`src/rtl/dhfk_pkg.sv`:
```
// dhfk_pkg: shared types, widths and constants of the dh forward kinematics chain
// no dependencies; imported by every module of the block
`default_nettype none
package dhfk_pkg;

   // chain length and joint counter
   localparam int JOINTS       = 6;
   localparam int JCW          = 3;

   // field widths
   localparam int ANG_W        = 15;
   localparam int LEN_W        = 32;
   localparam int ROT_W        = 32;

   // cordic datapath
   localparam int CORDIC_STEPS = 30;
   localparam int STEP_W       = 5;
   localparam int CW           = 34;
   localparam int ZW           = 35;

   localparam logic signed [ZW-1:0]    PI_Q30      = 35'sd3373259426;
   localparam logic signed [ZW-1:0]    HALF_PI_Q30 = 35'sd1686629713;
   localparam logic signed [CW-1:0]    CORDIC_GAIN = 34'sd652032874;
   localparam logic signed [ROT_W-1:0] ONE_Q30     = 32'sd1073741824;

   // one joint row
   typedef struct packed {
      logic signed [ANG_W-1:0] theta;
      logic signed [ANG_W-1:0] alpha;
      logic signed [LEN_W-1:0] link_length;
      logic signed [LEN_W-1:0] link_offset;
   } item_type;

   // arctangent of 2^-i in q30 radians
   function automatic logic signed [ZW-1:0] atan_q30(input logic [STEP_W-1:0] i);
      logic signed [ZW-1:0] v;
      case (i)
         5'd0:  v = 35'sh03243F6A8;
         5'd1:  v = 35'sh01DAC6705;
         5'd2:  v = 35'sh00FADBAFC;
         5'd3:  v = 35'sh007F56EA6;
         5'd4:  v = 35'sh003FEAB76;
         5'd5:  v = 35'sh001FFD55B;
         5'd6:  v = 35'sh000FFFAAA;
         5'd7:  v = 35'sh0007FFF55;
         5'd8:  v = 35'sh0003FFFEA;
         5'd9:  v = 35'sh0001FFFFD;
         5'd10: v = 35'sh0000FFFFF;
         5'd11: v = 35'sh00007FFFF;
         5'd12: v = 35'sh00003FFFF;
         5'd13: v = 35'sh00001FFFF;
         5'd14: v = 35'sh00000FFFF;
         5'd15: v = 35'sh000007FFF;
         5'd16: v = 35'sh000003FFF;
         5'd17: v = 35'sh000001FFF;
         5'd18: v = 35'sh000000FFF;
         5'd19: v = 35'sh0000007FF;
         5'd20: v = 35'sh0000003FF;
         5'd21: v = 35'sh0000001FF;
         5'd22: v = 35'sh0000000FF;
         5'd23: v = 35'sh00000007F;
         5'd24: v = 35'sh00000003F;
         5'd25: v = 35'sh00000001F;
         5'd26: v = 35'sh00000000F;
         5'd27: v = 35'sh000000008;
         5'd28: v = 35'sh000000004;
         5'd29: v = 35'sh000000002;
         default: v = '0;
      endcase
      return v;
   endfunction

endpackage
`default_nettype wire

```
`src/rtl/dhfk_front.sv`:
```
// dhfk_front: two-entry queue that accepts joint rows ahead of the back end
// depends on dhfk_pkg
`default_nettype none
module dhfk_front (
   input  wire logic                       clock,
   input  wire logic                       reset,
   input  wire logic                       req_valid,
   output logic                            req_ready,
   input  wire logic signed [14:0]         req_theta,
   input  wire logic signed [14:0]         req_alpha,
   input  wire logic signed [31:0]         req_link_length,
   input  wire logic signed [31:0]         req_link_offset,
   output logic                            item_valid,
   input  wire logic                       item_ready,
   output dhfk_pkg::item_type              item
);
   import dhfk_pkg::*;

   item_type   mem_ff [2];
   logic       wptr_ff, wptr_in;
   logic       rptr_ff, rptr_in;
   logic [1:0] cnt_ff, cnt_in;
   logic       push, pop;

   // handshake on both sides
   assign req_ready  = (cnt_ff != 2'd2);
   assign push       = req_valid && req_ready;
   assign item_valid = (cnt_ff != 2'd0);
   assign pop        = item_valid && item_ready;
   assign item       = mem_ff[rptr_ff];

   // pointer and count update
   always_comb begin
      wptr_in = push ? ~wptr_ff : wptr_ff;
      rptr_in = pop ? ~rptr_ff : rptr_ff;
      cnt_in  = cnt_ff;
      if (push && !pop) begin
         cnt_in = cnt_ff + 2'd1;
      end else if (pop && !push) begin
         cnt_in = cnt_ff - 2'd1;
      end
   end

   always_ff @(posedge clock) begin
      if (reset) begin
         wptr_ff <= 1'b0;
         rptr_ff <= 1'b0;
         cnt_ff  <= 2'd0;
      end else begin
         wptr_ff <= wptr_in;
         rptr_ff <= rptr_in;
         cnt_ff  <= cnt_in;
      end
   end

   // queue storage
   always_ff @(posedge clock) begin
      if (push) begin
         mem_ff[wptr_ff] <= '{theta: req_theta, alpha: req_alpha,
                              link_length: req_link_length,
                              link_offset: req_link_offset};
      end
   end

endmodule
`default_nettype wire

```
`config.mk`:
```
export PLATFORM = sky130hd
export DESIGN_NAME = dhfk_front
export DESIGN_NICKNAME = d
export VERILOG_FILES = /design/src/rtl/dhfk_pkg.sv /design/src/rtl/dhfk_front.sv
export SDC_FILE = /design/constraint.sdc
export NUM_CORES = 1
export LEC_CHECK = 0
export ABC_AREA = 1
export BUFFER_PORTS_ARGS = -buffer_cell sky130_fd_sc_hd__buf_2
export CAP_MARGIN = 20
export CORE_AREA = 2 2 126 128
export CTS_BUF_LIST = sky130_fd_sc_hd__clkbuf_4 sky130_fd_sc_hd__clkbuf_8 sky130_fd_sc_hd__clkbuf_16
export CTS_CLUSTER_DIAMETER = 100
export DETAILED_ROUTE_END_ITERATION = 6
export DIE_AREA = 0 0 128 130
export HOLD_SLACK_MARGIN = 0.02
export PLACE_DENSITY = 0.75
export SLEW_MARGIN = 40
export SYNTH_ARGS = -nofsm -noshare
export SYNTH_HDL_FRONTEND = slang
export SYNTH_SLANG_ARGS = --single-unit
```
`constraint.sdc`:
```
create_clock -name clock -period 4.8 [get_ports clock]
set_input_delay 0.48 -clock clock [delete_from_list [all_inputs] [get_ports clock]]
set_output_delay 0.48 -clock clock [all_outputs]
set_load 0.02 [all_outputs]
```
==> results.md <==
* Outcome: finished clean
* Inserted Clock Buffers at 17
* Synth top area cells: edfxtp_1 80%, mux2_2 15%, dfxtp_1 1.4%, buf_6 0.96%, nand2_1 0.48%
* H-tree depth at 4
* Syn Nets at 428
* Post-CTS sizing at 0
* Least-Margin Pin Slew at 651 ps
* Most used DFF post-synth: edfxtp_1
* Port Buffer Count at 193
* Initial antenna violation count at 0
* Clk sinks at 193
* Final nets at 636
* Largest family of logic cells by synthesized area: multiplexers
* Cts hold-fix bufs at 0
* WHS Path Cells at 1
* Compound-Gate Fraction of Synth Area at 0.285%
* Core area at 15400 µm²
* ANT nets after route at 0
* Clock skew at 16.7 ps
* Relative slew margins at 56.6%
* Top-count cell post-synth: edfxtp_1
* Vias at 3586
* Power Density at 536 nW/µm²
* Residual DRC count at 0
* First-pass GRT wire length at 18.2 mm
* Final WL at 12.3 mm
* Gr ovfl total at 0
* Post-Synth Simple-Gate Area at 1.09%
* Peak supply drop at 0.000294 V
* Mapped Avg Cell Area at 21.4 µm²
* Post-synth EDFFs at 188
* Critical path buffers and inverters at 2
* Final Hold Fails at 0
* Design Area, Final at 8800 µm²
* Post-synthesis sequential area ratio at 81.7%
* Multiplexer area fraction after synthesis at 15.1%
* Adder-cell share of the synthesized area at 0.178%
* Synth Instances at 329
* Synth Area in XOR/XNOR at 0%
* Critical Path Sink Type: primary output
* Post-synth top area share at 80.3%
* Crit-path max cell delay at 520 ps
* Yosys reg bits at 193
* Final setup fails at 0
* Sw power at 0.00136 W
* FP Rows at 46
* Worst skew pair latency at 430 ps
* Clk buf depth at 2
* Most frequent cells after synthesis: 188 x edfxtp_1, 94 x mux2_2, 9 x nand2_1
* WS Path Type: reg2out
* Detailed placement HPWL at 8.21 mm
* Period utilisation layout at 50.9%
* Critical Path RT at 4320 ps
* Worst-path maximum fanout at 31
* Post-synth ARST share at 0%
* Synthesized cell area at 7030 µm²
* Crit-path slowest cell: dfxtp_4
* Highest clock rate at 409 MHz
* P_leak at 3.30 nW
* Switching share of power at 28.9%
* CTS tree: done
* Worst path depth at 3
* Post-route setup slack at 2360 ps
* Final core area utilization at 57.0%
* Clock power frac at 28.6%
* RSZ-0062 raised after global routing: no
* Sequential Power Share at 46.7%
* Startpoint types: flop
* Comb pwr share at 24.7%
* Largest net degree at the start of global routing at 65
* Setup slack at placement at 2320 ps
* Die area at 16600 µm²
* RePlAce Congestion at 0.722
* WHS at 238 ps
* Io pins at 194
* Initial Util at 45.6%
* Die height at 130 µm
* Cells on worst reg2reg path at 6
* Fraction of layout cells with a size suffix above 1 at 59.5%
* Global-route usage over all layers at 14.6%
* Worst Path Arrival at 1960 ps
* Via-per-instance ratio at 4.83
* Area growth syn-to-layout at 25.1%
* Worst path cell trace: buf_4 -> mux2_2 -> buf_2
* Minimum clock period at 2440 ps
* Number of global-route vias before repair at 3686
* Leading area contributor after synthesis: edfxtp_1
* Delay-heaviest family, CP: buffers and inverters
* Pre-antenna DRT Iters at 4
* Clk root buf: clkbuf_16
* Post-CTS Setup Bufs at 0
* Die width at 128 µm
* Setup TNS Final at 0 ps
* Wire per inst at 16.5 µm
* Worst-path clk slew at 70 ps
* P_int at 0.00335 W
* Synth unique cells at 14
* Iteration-0 DRC Markers at 211
* HP Class: in2reg
* Yosys Warn Count at 0
* Antenna diodes at 0
* Maxcap violations at 0
* Max Transition Viols Final at 0
* Dpl cell area at 8210 µm²
==> path summary, 6_finish.rpt <==
kind	slack (ps)	end	start
setup / recovery	2360	item[61]	flop
setup reg to reg	2420	mem_ff[0][75]	cnt_ff[0]
hold reg to reg	540	wptr_ff	wptr_ff
hold / removal	240	mem_ff[0][10]	req_link_offset[10]
==> metrics by stage <==
step | instances | total power (W)
final | 742 | 0.00471
after global routing | 742 | 0.00492
after CTS | 741 | 0.00476
after detailed placement | 709 | 0.00341
after global placement | 709 | 0.00337
after floorplan | 329 | 0.00307
==> routing by layer <==
metal | vias to the layer above | GRT usage [%] | routed length (µm)
met5 | - | 0 | 0
met4 | 0 | 6.98 | 261
met3 | 20 | 5.21 | 803
met2 | 127 | 24.3 | 6160
met1 | 1733 | 17.2 | 5040
li1 | 1706 | - | -
==> sequential cells by signal, summed over array words and instances, names as in the netlist, named ones only <==
| signal | flops |
|---|---|
| rptr_ff | 1 |
| wptr_ff | 1 |
| cnt_ff | 2 |
| mem_ff | 188 |
==> area by class of cell <==
type | instances | area, µm²
clock buffers | 18 | 433
well taps | 192 | 240
fillers | 1204 | 6630
flip-flops and latches | 193 | 5750
multi-input cells | 118 | 1180
clock inverters | 14 | 138
inverters | 8 | 30.0
repair buffers | 199 | 1020
==> layout by cell type, fill, tap and decap left out, drive strengths merged <==
cell type and instances:
inv 11, clkinv 6, clkinvlp 3, o21ai 2, nand4 1, nand3 2, dfxtp 5, mux2 94
edfxtp 188, nor2 7, clkbuf 18, buf 199, bufinv 2, a21oi 2, nand2 9, ha 1
==> kinds of logic after synthesis <==
group,count (synthesis)
AND/OR/NAND/NOR,19
flip-flops,193
adder cells (fa/ha/maj),1
AO/OA/AOI/OAI,4
buffers and inverters,18
multiplexers,94
==> power by group through the flow <==
| stage | Sequential, W | Combinational, W | Clock, W |
|---|---|---|---|
| 2_1_floorplan | 0.00224 | 0.000835 | 0 |
| 6_report | 0.00220 | 0.00116 | 0.00135 |
| 5_1_grt | 0.00222 | 0.00125 | 0.00145 |
| 4_1_cts | 0.00224 | 0.00113 | 0.00138 |
| 3_5_place_dp | 0.00228 | 0.00113 | 0 |
| 3_3_place_gp | 0.00227 | 0.00111 | 0 |
Power figures use the tool's default switching activity.
